==> config.mk <==
export PLATFORM = sky130hd
export DESIGN_NAME = obd_reply_matcher_core
export DESIGN_NICKNAME = d
export VERILOG_FILES = /design/src/design/obd_rm_pkg.sv /design/src/design/obd_rm_front.sv /design/src/design/obd_rm_queue.sv /design/src/design/obd_rm_back.sv /design/src/design/obd_reply_matcher_core.sv
export SDC_FILE = /design/constraint.sdc
export NUM_CORES = 1
export LEC_CHECK = 0
export BUFFER_PORTS_ARGS = -buffer_cell sky130_fd_sc_hd__buf_2
export CAP_MARGIN = 0
export CORE_ASPECT_RATIO = 0.8
export CORE_MARGIN = 4
export CORE_UTILIZATION = 42
export DETAILED_ROUTE_END_ITERATION = 8
export PLACE_DENSITY_LB_ADDON = 0.2
export SYNTH_ARGS = -nofsm -noshare
export SYNTH_HDL_FRONTEND = slang
export SYNTH_SLANG_ARGS = --single-unit
export TNS_END_PERCENT = 100
==> constraint.sdc <==
create_clock -name clk -period 11.3 [get_ports clk]
set_input_delay 0 -clock clk [delete_from_list [all_inputs] [get_ports clk]]
set_output_delay 0 -clock clk [all_outputs]
set_load 0.05 [all_outputs]
==> src/design/obd_rm_pkg.sv <==
`timescale 1ns / 1ps
// ----------------------------------------------------------------------------
// obd_rm_pkg
// Types and constants shared by the OBD reply matcher front end, command
// queue and back end.
// ----------------------------------------------------------------------------
package obd_rm_pkg;

  // input op codes (s_tuser)
  localparam logic [2:0] OP_START   = 3'd0;
  localparam logic [2:0] OP_FRAME   = 3'd1;
  localparam logic [2:0] OP_TICK    = 3'd2;
  localparam logic [2:0] OP_TX_FAIL = 3'd3;
  localparam logic [2:0] OP_CLEAR   = 3'd4;

  // configuration register indexes (paddr[3:2])
  localparam logic [1:0] REG_ID_FIRST    = 2'd0;
  localparam logic [1:0] REG_ID_LAST     = 2'd1;
  localparam logic [1:0] REG_TIMEOUT     = 2'd2;
  localparam logic [1:0] REG_MODE_OFFSET = 2'd3;

  // register reset values
  localparam logic [10:0] RST_ID_FIRST    = 11'd2024;
  localparam logic [10:0] RST_ID_LAST     = 11'd2031;
  localparam logic [15:0] RST_TIMEOUT     = 16'd100;
  localparam logic [7:0]  RST_MODE_OFFSET = 8'd64;

  // ISO-TP PCI frame type nibbles
  localparam logic [3:0] PCI_SINGLE = 4'h0;
  localparam logic [3:0] PCI_FIRST  = 4'h1;
  localparam logic [2:0] PCI_LEN_MIN = 3'd2;

  // payload bytes carried in the result word
  localparam int PAYLOAD_MAX_BYTES = 5;

  typedef enum logic [2:0] {
    CMD_START   = 3'd0,
    CMD_FRAME   = 3'd1,
    CMD_TICK    = 3'd2,
    CMD_TX_FAIL = 3'd3,
    CMD_CLEAR   = 3'd4
  } cmd_kind_t;

  typedef enum logic [1:0] {
    FR_SINGLE = 2'd0,  // well-formed single frame
    FR_MULTI  = 2'd1,  // ISO-TP first frame
    FR_OTHER  = 2'd2,  // consecutive / flow control, ignored
    FR_BADPCI = 2'd3   // single frame with an illegal length
  } frame_class_t;

  typedef enum logic [2:0] {
    OUT_OK       = 3'd0,
    OUT_MULTI    = 3'd1,
    OUT_TOO_LONG = 3'd2,
    OUT_TIMEOUT  = 3'd3,
    OUT_TX_FAIL  = 3'd4
  } outcome_t;

  // classified command, front end to back end
  typedef struct packed {
    cmd_kind_t    kind;
    logic [10:0]  id;
    logic [15:0]  mask_bit;   // responder bit, zero when offset >= 16
    frame_class_t fclass;
    logic [7:0]   mode;       // expected mode (start) or echoed mode (frame)
    logic [7:0]   pid;        // requested pid (start) or echoed pid (frame)
    logic [2:0]   len;
    logic         too_long;
    logic [8*PAYLOAD_MAX_BYTES-1:0] payload;
  } cmd_t;

  typedef struct packed {
    logic [31:0] multiframe_total;
    logic [31:0] malformed_total;
    logic [31:0] timeouts_total;
    logic [31:0] replies_total;
    logic [31:0] requests_total;
    logic [15:0] responders_seen;
    logic [15:0] elapsed_ticks;
    logic [8*PAYLOAD_MAX_BYTES-1:0] payload;
    logic [2:0]  payload_length;
    logic [10:0] responder_id;
    outcome_t    outcome;
  } result_t;

endpackage

==> src/design/obd_rm_front.sv <==
`timescale 1ns / 1ps
// ----------------------------------------------------------------------------
// obd_rm_front
// Accepts input words, drops those that can never have an effect and
// classifies the rest into commands for the queue.
// ----------------------------------------------------------------------------
module obd_rm_front
  import obd_rm_pkg::*;
#(
  parameter int PAYLOAD_BYTES = 5
) (
  input  logic        s_tvalid,
  output logic        s_tready,
  input  logic [95:0] s_tdata,   // req_mode, req_pid, frame_id, frame_extended, frame_bytes
  input  logic [2:0]  s_tuser,   // op
  input  logic [10:0] id_first,
  input  logic [10:0] id_last,
  input  logic [7:0]  mode_offset,
  input  logic        q_full,
  output logic        q_push,
  output cmd_t        q_cmd
);

  logic [7:0]  req_mode;
  logic [7:0]  req_pid;
  logic [10:0] frame_id;
  logic        frame_ext;
  logic [63:0] frame_bytes;
  logic [7:0]  pci;
  logic [10:0] offset;
  logic        in_range;
  logic        keep;
  logic [2:0]  len;

  assign req_mode    = s_tdata[7:0];
  assign req_pid     = s_tdata[15:8];
  assign frame_id    = s_tdata[26:16];
  assign frame_ext   = s_tdata[27];
  assign frame_bytes = s_tdata[91:28];
  assign pci         = frame_bytes[7:0];

  assign s_tready = !q_full;
  assign q_push   = s_tvalid && s_tready && keep;

  // id window and responder offset
  assign in_range = (frame_id >= id_first) && (frame_id <= id_last);
  assign offset   = frame_id - id_first;
  assign len      = pci[2:0] - PCI_LEN_MIN;

  // classify
  always_comb begin
    keep          = 1'b1;
    q_cmd         = '0;
    q_cmd.kind    = CMD_START;
    q_cmd.id      = frame_id;
    q_cmd.mask_bit = (offset[10:4] == '0) ? (16'd1 << offset[3:0]) : 16'd0;
    q_cmd.len     = len;
    q_cmd.too_long = (len > 3'(PAYLOAD_BYTES));
    for (int i = 0; i < PAYLOAD_MAX_BYTES; i++) begin
      if (3'(i) < len) begin
        q_cmd.payload[8*i +: 8] = frame_bytes[24 + 8*i +: 8];
      end
    end
    if (pci[7:4] == PCI_FIRST) begin
      q_cmd.fclass = FR_MULTI;
    end else if (pci[7:4] != PCI_SINGLE) begin
      q_cmd.fclass = FR_OTHER;
    end else if (pci[3:0] < 4'(PCI_LEN_MIN) || pci[3:0] > 4'd7) begin
      q_cmd.fclass = FR_BADPCI;
    end else begin
      q_cmd.fclass = FR_SINGLE;
    end
    unique case (s_tuser)
      OP_START: begin
        q_cmd.kind = CMD_START;
        q_cmd.mode = req_mode + mode_offset;
        q_cmd.pid  = req_pid;
      end
      OP_FRAME: begin
        q_cmd.kind = CMD_FRAME;
        q_cmd.mode = frame_bytes[15:8];
        q_cmd.pid  = frame_bytes[23:16];
        keep       = !frame_ext && in_range;
      end
      OP_TICK:    q_cmd.kind = CMD_TICK;
      OP_TX_FAIL: q_cmd.kind = CMD_TX_FAIL;
      OP_CLEAR:   q_cmd.kind = CMD_CLEAR;
      default:    keep = 1'b0;
    endcase
  end

endmodule

==> src/design/obd_rm_queue.sv <==
`timescale 1ns / 1ps
// ----------------------------------------------------------------------------
// obd_rm_queue
// Short command FIFO between front end and back end.
// ----------------------------------------------------------------------------
module obd_rm_queue
  import obd_rm_pkg::*;
#(
  parameter int DEPTH = 4
) (
  input  logic clk,
  input  logic rst,
  input  logic push,
  input  cmd_t push_cmd,
  input  logic pop,
  output cmd_t head,
  output logic empty,
  output logic full
);

  localparam int AW = (DEPTH > 1) ? $clog2(DEPTH) : 1;
  localparam int CW = $clog2(DEPTH + 1);

  cmd_t          slots [DEPTH];
  logic [AW-1:0] wr_ptr;
  logic [AW-1:0] rd_ptr;
  logic [CW-1:0] count;

  assign empty = (count == '0);
  assign full  = (count == CW'(DEPTH));
  assign head  = slots[rd_ptr];

  // storage
  always_ff @(posedge clk) begin
    if (push) begin
      slots[wr_ptr] <= push_cmd;
    end
  end

  // pointers and fill count
  always_ff @(posedge clk) begin
    if (rst) begin
      wr_ptr <= '0;
      rd_ptr <= '0;
      count  <= '0;
    end else begin
      if (push) begin
        wr_ptr <= (wr_ptr == AW'(DEPTH - 1)) ? '0 : wr_ptr + 1'b1;
      end
      if (pop) begin
        rd_ptr <= (rd_ptr == AW'(DEPTH - 1)) ? '0 : rd_ptr + 1'b1;
      end
      if (push && !pop) begin
        count <= count + 1'b1;
      end else if (pop && !push) begin
        count <= count - 1'b1;
      end
    end
  end

  a_no_underflow: assert property (@(posedge clk) disable iff (rst) pop |-> !empty)
    else $error("queue popped while empty");
  a_no_overflow: assert property (@(posedge clk) disable iff (rst)
    (full && !pop) |-> !push)
    else $error("queue pushed while full");
  a_count_track: assert property (@(posedge clk) disable iff (rst)
    (push && !pop) |=> (count == $past(count) + 1'b1))
    else $error("queue count out of step");

endmodule

==> src/design/obd_rm_back.sv <==
`timescale 1ns / 1ps
// ----------------------------------------------------------------------------
// obd_rm_back
// Executes queued commands against the wait state and the statistics and
// holds the result word in an output register.
// ----------------------------------------------------------------------------
module obd_rm_back
  import obd_rm_pkg::*;
#(
  parameter int PAYLOAD_BYTES = 5
) (
  input  logic        clk,
  input  logic        rst,
  input  logic [15:0] timeout_ticks,
  input  cmd_t        cmd,
  input  logic        q_empty,
  output logic        q_pop,
  output logic        m_tvalid,
  input  logic        m_tready,
  output result_t     result
);

  logic        waiting, waiting_next;
  logic [7:0]  exp_mode, exp_mode_next;
  logic [7:0]  exp_pid, exp_pid_next;
  logic [15:0] elapsed, elapsed_next;
  logic [15:0] resp_mask, resp_mask_next;
  logic [31:0] req_cnt, req_cnt_next;
  logic [31:0] reply_cnt, reply_cnt_next;
  logic [31:0] tmo_cnt, tmo_cnt_next;
  logic [31:0] bad_cnt, bad_cnt_next;
  logic [31:0] multi_cnt, multi_cnt_next;
  logic        emit;
  result_t     res;
  logic        echo_match;

  assign q_pop      = !q_empty && (!m_tvalid || m_tready);
  assign echo_match = (cmd.mode == exp_mode) && (cmd.pid == exp_pid);

  // command execution
  always_comb begin
    waiting_next   = waiting;
    exp_mode_next  = exp_mode;
    exp_pid_next   = exp_pid;
    elapsed_next   = elapsed;
    resp_mask_next = resp_mask;
    req_cnt_next   = req_cnt;
    reply_cnt_next = reply_cnt;
    tmo_cnt_next   = tmo_cnt;
    bad_cnt_next   = bad_cnt;
    multi_cnt_next = multi_cnt;
    emit           = 1'b0;
    res            = '0;
    res.outcome    = OUT_OK;
    if (q_pop) begin
      unique case (cmd.kind)
        CMD_START: begin
          req_cnt_next  = req_cnt + 1'b1;
          exp_mode_next = cmd.mode;
          exp_pid_next  = cmd.pid;
          elapsed_next  = '0;
          waiting_next  = 1'b1;
        end
        CMD_FRAME: begin
          if (waiting) begin
            resp_mask_next = resp_mask | cmd.mask_bit;
            unique case (cmd.fclass)
              FR_MULTI: begin
                multi_cnt_next   = multi_cnt + 1'b1;
                emit             = 1'b1;
                res.outcome      = OUT_MULTI;
                res.responder_id = cmd.id;
              end
              FR_BADPCI: bad_cnt_next = bad_cnt + 1'b1;
              FR_SINGLE: begin
                if (echo_match) begin
                  emit = 1'b1;
                  if (cmd.too_long) begin
                    bad_cnt_next = bad_cnt + 1'b1;
                    res.outcome  = OUT_TOO_LONG;
                  end else begin
                    reply_cnt_next     = reply_cnt + 1'b1;
                    res.outcome        = OUT_OK;
                    res.responder_id   = cmd.id;
                    res.payload_length = cmd.len;
                    res.payload        = cmd.payload;
                    res.elapsed_ticks  = elapsed;
                  end
                end
              end
              FR_OTHER: ;
            endcase
          end
        end
        CMD_TICK: begin
          if (waiting) begin
            elapsed_next = elapsed + 1'b1;
            if (elapsed_next >= timeout_ticks) begin
              tmo_cnt_next = tmo_cnt + 1'b1;
              emit         = 1'b1;
              res.outcome  = OUT_TIMEOUT;
            end
          end
        end
        CMD_TX_FAIL: begin
          if (waiting) begin
            tmo_cnt_next = tmo_cnt + 1'b1;
            emit         = 1'b1;
            res.outcome  = OUT_TX_FAIL;
          end
        end
        CMD_CLEAR: begin
          resp_mask_next = '0;
          req_cnt_next   = '0;
          reply_cnt_next = '0;
          tmo_cnt_next   = '0;
          bad_cnt_next   = '0;
          multi_cnt_next = '0;
        end
        default: ;
      endcase
      if (emit) begin
        waiting_next = 1'b0;
      end
    end
    // statistics after this command's update
    res.responders_seen  = resp_mask_next;
    res.requests_total   = req_cnt_next;
    res.replies_total    = reply_cnt_next;
    res.timeouts_total   = tmo_cnt_next;
    res.malformed_total  = bad_cnt_next;
    res.multiframe_total = multi_cnt_next;
  end

  // wait state and statistics
  always_ff @(posedge clk) begin
    if (rst) begin
      waiting   <= 1'b0;
      exp_mode  <= '0;
      exp_pid   <= '0;
      elapsed   <= '0;
      resp_mask <= '0;
      req_cnt   <= '0;
      reply_cnt <= '0;
      tmo_cnt   <= '0;
      bad_cnt   <= '0;
      multi_cnt <= '0;
    end else begin
      waiting   <= waiting_next;
      exp_mode  <= exp_mode_next;
      exp_pid   <= exp_pid_next;
      elapsed   <= elapsed_next;
      resp_mask <= resp_mask_next;
      req_cnt   <= req_cnt_next;
      reply_cnt <= reply_cnt_next;
      tmo_cnt   <= tmo_cnt_next;
      bad_cnt   <= bad_cnt_next;
      multi_cnt <= multi_cnt_next;
    end
  end

  // output register
  always_ff @(posedge clk) begin
    if (rst) begin
      m_tvalid <= 1'b0;
    end else if (emit) begin
      m_tvalid <= 1'b1;
    end else if (m_tready) begin
      m_tvalid <= 1'b0;
    end
  end

  always_ff @(posedge clk) begin
    if (emit) begin
      result <= res;
    end
  end

  a_emit_ends_wait: assert property (@(posedge clk) disable iff (rst)
    emit |=> !waiting)
    else $error("wait still open after a result");
  a_emit_needs_wait: assert property (@(posedge clk) disable iff (rst)
    emit |-> waiting)
    else $error("result produced with no request waiting");
  a_ok_length: assert property (@(posedge clk) disable iff (rst)
    (m_tvalid && result.outcome == OUT_OK) |-> (result.payload_length <= 3'(PAYLOAD_BYTES)))
    else $error("reply length beyond payload buffer");

endmodule

==> src/design/obd_reply_matcher_core.sv <==
`timescale 1ns / 1ps
// ----------------------------------------------------------------------------
// obd_reply_matcher_core
// Matches single-frame OBD-II replies on CAN against the outstanding request.
// ----------------------------------------------------------------------------
// Usage:
//   Input words (s_*) carry an op in s_tuser: start request, received frame,
//   millisecond tick, transmit failure or clear statistics. A start arms the
//   matcher; frames, ticks and failures while no request waits are dropped.
//   Each ended wait (reply, multiframe, overlong payload, timeout, transmit
//   failure) yields one result word on m_* with the statistics after update.
//   Registers on the APB port set the responder id window, the timeout and
//   the reply mode offset; write them only while the block is idle.
// Timing:
//   One word per cycle sustained while the queue is not full. A word accepted
//   enters the command queue, and the back end executes it once it heads the
//   queue and the output register is empty or being read; its result is
//   registered onto m_*. The front end classifies in the accept cycle; the
//   back end executes one command per cycle out of the QUEUE_DEPTH queue while not stalled.
// Reset clears the wait, the statistics and the queue and loads register
// defaults. When the receiver stalls, the result register holds, the back end
// stops popping and s_tready falls once the queue is full.
// ----------------------------------------------------------------------------
module obd_reply_matcher_core
  import obd_rm_pkg::*;
#(
  parameter int PAYLOAD_BYTES = 5,
  parameter int QUEUE_DEPTH   = 4
) (
  input  logic         clk,
  input  logic         rst,
  // input stream
  input  logic         s_tvalid,
  output logic         s_tready,
  input  logic [95:0]  s_tdata,  // req_mode[7:0], req_pid[15:8], frame_id[26:16],
                                 // frame_extended[27], frame_bytes[91:28]
  input  logic [2:0]   s_tuser,  // op
  // result stream
  output logic         m_tvalid,
  input  logic         m_tready,
  output logic [255:0] m_tdata,  // outcome[2:0], responder_id[13:3],
                                 // payload_length[16:14], payload[56:17],
                                 // elapsed_ticks[72:57], responders_seen[88:73],
                                 // requests_total[120:89], replies_total[152:121],
                                 // timeouts_total[184:153], malformed_total[216:185],
                                 // multiframe_total[248:217]
  // configuration
  input  logic         psel,
  input  logic         penable,
  input  logic         pwrite,
  input  logic [3:0]   paddr,
  input  logic [31:0]  pwdata,
  output logic [31:0]  prdata,
  output logic         pready
);

  logic [10:0] id_first;
  logic [10:0] id_last;
  logic [15:0] timeout_ticks;
  logic [7:0]  mode_offset;
  logic        cfg_wr;
  logic        q_push;
  logic        q_pop;
  logic        q_empty;
  logic        q_full;
  cmd_t        q_in;
  cmd_t        q_head;
  result_t     result;

  // register file
  assign pready = 1'b1;
  assign cfg_wr = psel && penable && pwrite && pready;

  always_ff @(posedge clk) begin
    if (rst) begin
      id_first      <= RST_ID_FIRST;
      id_last       <= RST_ID_LAST;
      timeout_ticks <= RST_TIMEOUT;
      mode_offset   <= RST_MODE_OFFSET;
    end else if (cfg_wr) begin
      unique case (paddr[3:2])
        REG_ID_FIRST:    id_first      <= pwdata[10:0];
        REG_ID_LAST:     id_last       <= pwdata[10:0];
        REG_TIMEOUT:     timeout_ticks <= pwdata[15:0];
        REG_MODE_OFFSET: mode_offset   <= pwdata[7:0];
      endcase
    end
  end

  always_comb begin
    unique case (paddr[3:2])
      REG_ID_FIRST:    prdata = {21'd0, id_first};
      REG_ID_LAST:     prdata = {21'd0, id_last};
      REG_TIMEOUT:     prdata = {16'd0, timeout_ticks};
      REG_MODE_OFFSET: prdata = {24'd0, mode_offset};
    endcase
  end

  obd_rm_front #(
    .PAYLOAD_BYTES(PAYLOAD_BYTES)
  ) u_front (
    .s_tvalid    (s_tvalid),
    .s_tready    (s_tready),
    .s_tdata     (s_tdata),
    .s_tuser     (s_tuser),
    .id_first    (id_first),
    .id_last     (id_last),
    .mode_offset (mode_offset),
    .q_full      (q_full),
    .q_push      (q_push),
    .q_cmd       (q_in)
  );

  obd_rm_queue #(
    .DEPTH(QUEUE_DEPTH)
  ) u_queue (
    .clk      (clk),
    .rst      (rst),
    .push     (q_push),
    .push_cmd (q_in),
    .pop      (q_pop),
    .head     (q_head),
    .empty    (q_empty),
    .full     (q_full)
  );

  obd_rm_back #(
    .PAYLOAD_BYTES(PAYLOAD_BYTES)
  ) u_back (
    .clk           (clk),
    .rst           (rst),
    .timeout_ticks (timeout_ticks),
    .cmd           (q_head),
    .q_empty       (q_empty),
    .q_pop         (q_pop),
    .m_tvalid      (m_tvalid),
    .m_tready      (m_tready),
    .result        (result)
  );

  // result word, first field in the low bits
  assign m_tdata = {7'd0,
                    result.multiframe_total,
                    result.malformed_total,
                    result.timeouts_total,
                    result.replies_total,
                    result.requests_total,
                    result.responders_seen,
                    result.elapsed_ticks,
                    result.payload,
                    result.payload_length,
                    result.responder_id,
                    result.outcome};

endmodule
; ---- Word-level counts from Yosys, hierarchy flattened
; Memories as Yosys holds them, arrays and structs flattened. A register that Yosys moved wholly into a read port is not among the register bits.
; Cells that the tools add are included.
[word_totals]
wordCells = 191
memories = 1
output_inout_bits = 291
ff_bits = 512
ramBits = 368
[memory_table]
columns = memory, words, width, read_ports, rd_clocked_by_memory_dff, write_ports, line_no
row1 = u_queue.slots, 4, 92, 1, 1, 1, obd_rm_queue.sv:24  ; cmd_t slots [DEPTH];
[op_classes]
order_cmp = 11
eq_ne = 20
n_bitwise = 6
n_reduce_logical = 39
addsub = 13
mux = 71
shift = 1
[ops]
columns = operator, count
row1 = $mux W32, 17
row2 = $pmux W32 S2, 5
row3 = $add A32 B1 Y32 const B, 5
row4 = $pmux W32 S4, 1
row5 = $pmux W16 S2, 3
row6 = $pmux W32 S3, 1
row7 = $mux W73, 1
row8 = $mux W70, 1
row9 = $mux W16, 4
row10 = $mux W8, 5
row11 = $pmux W14 S2, 1
row12 = $mux W2, 10
row13 = $add A16 B1 Y16 const B, 1
row14 = $eq A8 B8 Y1, 2
row15 = $ge A16 B16 Y1, 1
row16 = $or A16 B16 Y16, 1
row17 = $shl A1 B4 Y16 const A, 1
row18 = $mux W1, 13
row19 = $eq A3 B2 Y1 const B, 4
row20 = $mux W3, 4
row21 = $pmux W3 S4, 1
row22 = $reduce_and A2 Y1, 6
row23 = $ge A11 B11 Y1, 1
row24 = $le A11 B11 Y1, 1
row25 = 33 further kinds, 71

; ---- Logic depth before layout (Yosys ltp)
[depth]
ltp_word = 9
ltp_mapped = 18

; ---- Hierarchy
; A second synthesis with hierarchy kept.
[hier_totals]
cells_unflattened = 3125
area_unflattened_um2 = 39026.2
[by_module_without_submodules]
columns = module, instances, area_each_um2, cells_each
row1 = obd_rm_back, 1, 20961.4, 2085
row2 = obd_rm_queue, 1, 13716.9, 524
row3 = obd_reply_matcher_core, 1, 2389.8, 239
row4 = obd_rm_front, 1, 1958.1, 277

; ---- Worst setup path after synthesis
; OpenSTA, ideal clock, no wires.
[synth_path]
path_kind = register -> register
start = reg u_back.elapsed[0]
end = reg, netlist name u_back.result[0]
path_slack_ps = 1431
arrival_ps = 9213
required_time_ps = 10643
path_buffers = 1
path_stages_with_launch = 16
synth_period_minus_slack_ps = 9869
cell_sequence = dfxtp_1 ha_1 nand3_1 nor3_1 and3_1 and3_1 nand3_1 xnor2_1 ha_1 nand4_1 o21ai_0 o21ai_0 o21a_1 clkbuf_1 a21oi_1 nand2b_1
[synth_between]
elab_chain_cells = 7
[synth_rtl]
columns = element, line_no
row1 = start: declaration, obd_rm_back.sv:26  ; logic [15:0] elapsed, elapsed_next;
row2 = start signal: assignment, obd_rm_back.sv:152  ; elapsed <= elapsed_next;
row3 = $add A16 B1 Y16, obd_rm_back.sv:97  ; elapsed_next = elapsed + 1'b1;
row4 = $ge A16 B16 Y1, obd_rm_back.sv:98  ; if (elapsed_next >= timeout_ticks) begin
row5 = $mux W1, obd_rm_back.sv:98
row6 = $mux W1, obd_rm_back.sv:96  ; if (waiting) begin
row7 = $pmux W1 S3, obd_rm_back.sv:56  ; unique case (cmd.kind)
row8 = $mux W1 (2 in series), obd_rm_back.sv:55  ; if (q_pop) begin
row9 = named net u_back.emit, obd_rm_back.sv:33  ; logic emit;
; The timed path passes the listed nets, and every way through them passes these cells. The select of a mux whose other input is x is not followed.
; A chain may end at the register's enable or synchronous reset.

; ---- Final worst setup path
[layout_path]
start = reg u_back.elapsed[0]
end = reg, netlist name u_back.result[18]
[layout_between]
elab_chain_cells = 7
[layout_rtl]
columns = element, line_no
row1 = $add A16 B1 Y16, obd_rm_back.sv:97
row2 = $ge A16 B16 Y1, obd_rm_back.sv:98
row3 = $mux W1, obd_rm_back.sv:98
row4 = $mux W1, obd_rm_back.sv:96
row5 = $pmux W1 S3, obd_rm_back.sv:56
row6 = $mux W1 (2 in series), obd_rm_back.sv:55
row7 = named net u_back.emit, obd_rm_back.sv:33
; The timed path passes the listed nets, and every way through them passes these cells. The select of a mux whose other input is x is not followed.

==> flow_summary.ini <==
[run_status]
status = complete, no violations

[logic_synthesis]
synth_top_cell_area_share = 0.4760
ys.flop_type = edfxtp_1
synth_cells = 3225
synth_area_leader_cell = edfxtp_1
ys_async_sr_fraction = 0
yosysWarnings = 0
syn_area_per_cell_sq_um = 12.07
synth_cell_type_count = 84
netlist_area_sq_mm = 0.03893
synth_edf_count = 617
ys_seq_area_frac = 0.6123
ys_top_cells_by_area = edfxtp_1, dfxtp_1, mux4_2
ys_ff_latch = 882

[clocking]
clk_latency_ns = 0.66
clock_sinks = 882
cts_buffer_depth = 3
h-tree-depth = 3
path_clk_slew_ns = 0.06
cts_buffers = 91
cts_root_buffer = clkbuf_16
cts_tree = yes
cts_resized = 0

[global_routing]
grt_pass1_vias = 25880
grt_max_degree = 82
grt_usage = 0.2040
grt_pass1_wl_um = 156000
antenna_found_initial = 6
overflow = 0

[floorplanning]
pin_count = 433
die_area_sq_mm = 0.09765
fp.dieH_um = 280.3
die_w_um = 348.4
coreArea_sq_mm = 0.09154
initial_utilization = 0.4252
rows = 99

[sta]
setup_tns_ns = 0
fmax_mhz = 161.3
final-setup-viol-count = 0
final_hold_viol_count = 0
rsz0062_at_grt = no
setup_ws_ns = 5.102
tightest_slew_ns = 1.126
min_period_ns = 6.198
finalCritPeriodShare = 0.5485
clock_skew_ns = 0.02366
report.final.slew_viol_count = 0
slew_headroom = 0.2464

[place]
io_buffers = 386
gp_congestion = 0.8780
hpwl_um = 66950
place_ws_ns = 5.086

[critical_path]
cp_data_required_time_ns = 11.57
cp_slowest_stage_delay_ns = 0.87
crit_type = flop to flop
r2r_start = u_back.elapsed[0]
crit_path_top_delay_cell = nand2b_4
cp_max_fo = 68
r2r_cells = 16
start_kind = flop
worstPathArrival_ns = 6.47
r2r-end = u_back.result[18]
crit_path_end_kind = flop
worstPathCellList = ha_1 > nand3_1 > nor3_1 > and3_1 > and3_1 > nand3_1 > xnor2_1 > ha_1 > nand4_1 > o21ai_0 > o21ai_0 > o21a_1 > buf_4 > a21oi_1 > nand2b_4 > buf_4
rrSetupSlack_ns = 5.10

[routing]
wire_per_inst_um = 20.63
avgViaCountPerCell = 5.539
dr.pass1.iters = 6
drc = 0
first_iter_violations = 2269
final_antenna_net_count = 0
vias = 27530
wl_um = 102500

[job]
maxCapViolCount = 0

[pwr]
cellPowerDensity_mw_per_mm2 = 177.6
leakagePower_uw = 0.01727
ir_drop_v = 0.0001155

[final_layout]
final_common_cell = edfxtp_1
n_fill_cell = 8059
mostFrequentLayoutCells = edfxtp_1, buf_2, nand2_1
final_nets = 3885
drive_gt1_frac = 0.1878
syn2layout_area_growth_pct = 18.43

[hold_path]
holdPathEnd = u_queue.slots[0][61]
worstHoldPathCells = 3
min_path_type = input pin to flop
holdCritStartpoint = s_tdata[35]
==> worst max-delay path, delay by kind of cell (launching register included) <==
| family | cells | cell delay (ns) |
|---|---|---|
| simple gates | 7 | 2.35 |
| compound gates | 4 | 1.10 |
| buf+inv | 2 | 1.08 |
| fa+ha+maj | 2 | 0.58 |
| flops | 1 | 0.45 |
| xor+xnor | 1 | 0.17 |
==> metal layers <==
layer	vias up	routed length, um	track usage
li1	13030	-	-
met1	13350	47530	0.3003
met2	978	45680	0.3135
met3	166	6376	0.03087
met4	2	2930	0.06313
met5	-	13	0
==> cells in the mapped netlist, types with 12 or more instances <==
| library cell | count |
|---|---|
| edfxtp_1 | 617 |
| dfxtp_1 | 265 |
| nand2_1 | 265 |
| o21ai_0 | 243 |
| nor2_1 | 216 |
| a21oi_1 | 200 |
| clkbuf_1 | 146 |
| and2_1 | 111 |
| mux4_2 | 94 |
| and3_1 | 83 |
| nor2b_1 | 83 |
| o31ai_1 | 74 |
| inv_1 | 73 |
| nand3_1 | 66 |
| nor3_1 | 66 |
| ha_1 | 65 |
| a31oi_1 | 52 |
| nand4_1 | 51 |
| xnor2_1 | 37 |
| mux2i_1 | 34 |
| a21o_1 | 27 |
| buf_4 | 26 |
| o211ai_1 | 23 |
| nor4_1 | 21 |
| o21ai_1 | 20 |
| xor2_1 | 19 |
| and4_1 | 18 |
| or3_1 | 18 |
| a211oi_1 | 16 |
| o22ai_1 | 13 |
| buf_1 | 12 |
| nand2b_1 | 12 |
| nand3b_1 | 12 |
==> state kept, by name (all words and copies together) (netlist names), 2 cells and up, named ones only <==
signal and cells:
u_queue.slots 368, u_back.result 249, u_back.bad_cnt 32, u_back.multi_cnt 32, u_back.reply_cnt 32, u_back.req_cnt 32
u_back.tmo_cnt 32, timeout_ticks 16, u_back.elapsed 16, u_back.resp_mask 16, id_first 11, id_last 11
mode_offset 8, u_back.exp_mode 8, u_back.exp_pid 8, u_queue.count 3, u_queue.rd_ptr 2, u_queue.wr_ptr 2
==> power breakdown <==
group	switching, uW	internal [uW]	total [uW]
Combinational	960	538	1500
Sequential	64.7	3540	3600
Clock	1300	1790	3090
Total	2330	5860	8190
==> how the worst max path moves through the flow <==
stage | from | to | slack, ns | cells after the start
6_report | u_back.elapsed[0] | u_back.result[18] | 5.10 | 16
5_1_grt | u_back.elapsed[0] | u_back.result[19] | 4.63 | 16
4_1_cts | u_back.elapsed[0] | u_back.result[18] | 5.06 | 16
3_5_place_dp | u_back.elapsed[0] | u_back.result[18] | 5.09 | 16
3_3_place_gp | u_back.elapsed[0] | u_back.result[11] | 5.11 | 16
2_1_floorplan | u_back.elapsed[0] | u_back.result[0] | 1.43 | 15
==> final cells by class <==
class | count | area [sq um] | area share
sequential | 882 | 23840 | 0.5171
tap | 1212 | 1516 | 0.03289
timing repair buffer | 532 | 3293 | 0.07143
clock inverter | 52 | 593.1 | 0.01286
antenna | 4 | 10.01 | 0.0002171
inverter | 76 | 285.3 | 0.006188
multi-input combinational | 2092 | 14090 | 0.3055
clock buffer | 120 | 2477 | 0.05374
==> cell families (layout without fill, tap and decap cells) <==
logic type | Yosys count | count (layout) | synth area share
buf+inv | 273 | 780 | 0.02999
compound gates | 742 | 742 | 0.1137
xor+xnor | 56 | 56 | 0.01260
simple gates | 1066 | 1066 | 0.1411
mux | 136 | 136 | 0.06776
other cells | 2 | 28 | 0.0001929
flops | 882 | 882 | 0.6123
fa+ha+maj | 68 | 68 | 0.02244
==> through the flow <==
stage | hold WS [ns] | area, sq um | std cells | power (uW) | util
2_1_floorplan | 0.09887 | 39010 | 3247 | 4731 | -
3_3_place_gp | 0.2405 | 41970 | 4689 | 5132 | 0.4585
3_5_place_dp | 0.2402 | 41970 | 4689 | 5143 | 0.4585
4_1_cts | 0.004724 | 46080 | 4965 | 8266 | 0.5034
5_1_grt | 0.005770 | 46100 | 4969 | 8541 | 0.5036
6_report | 0.005087 | 46100 | 4970 | 8189 | 0.5036
==> what timing repair did <==
item / in CTS / in global routing
buffers inserted: 0 / 0
hold buffers: 104 / 1
hold endpoints to repair: 356 / 3
No activity file was read; power rests on OpenSTA's default activity.
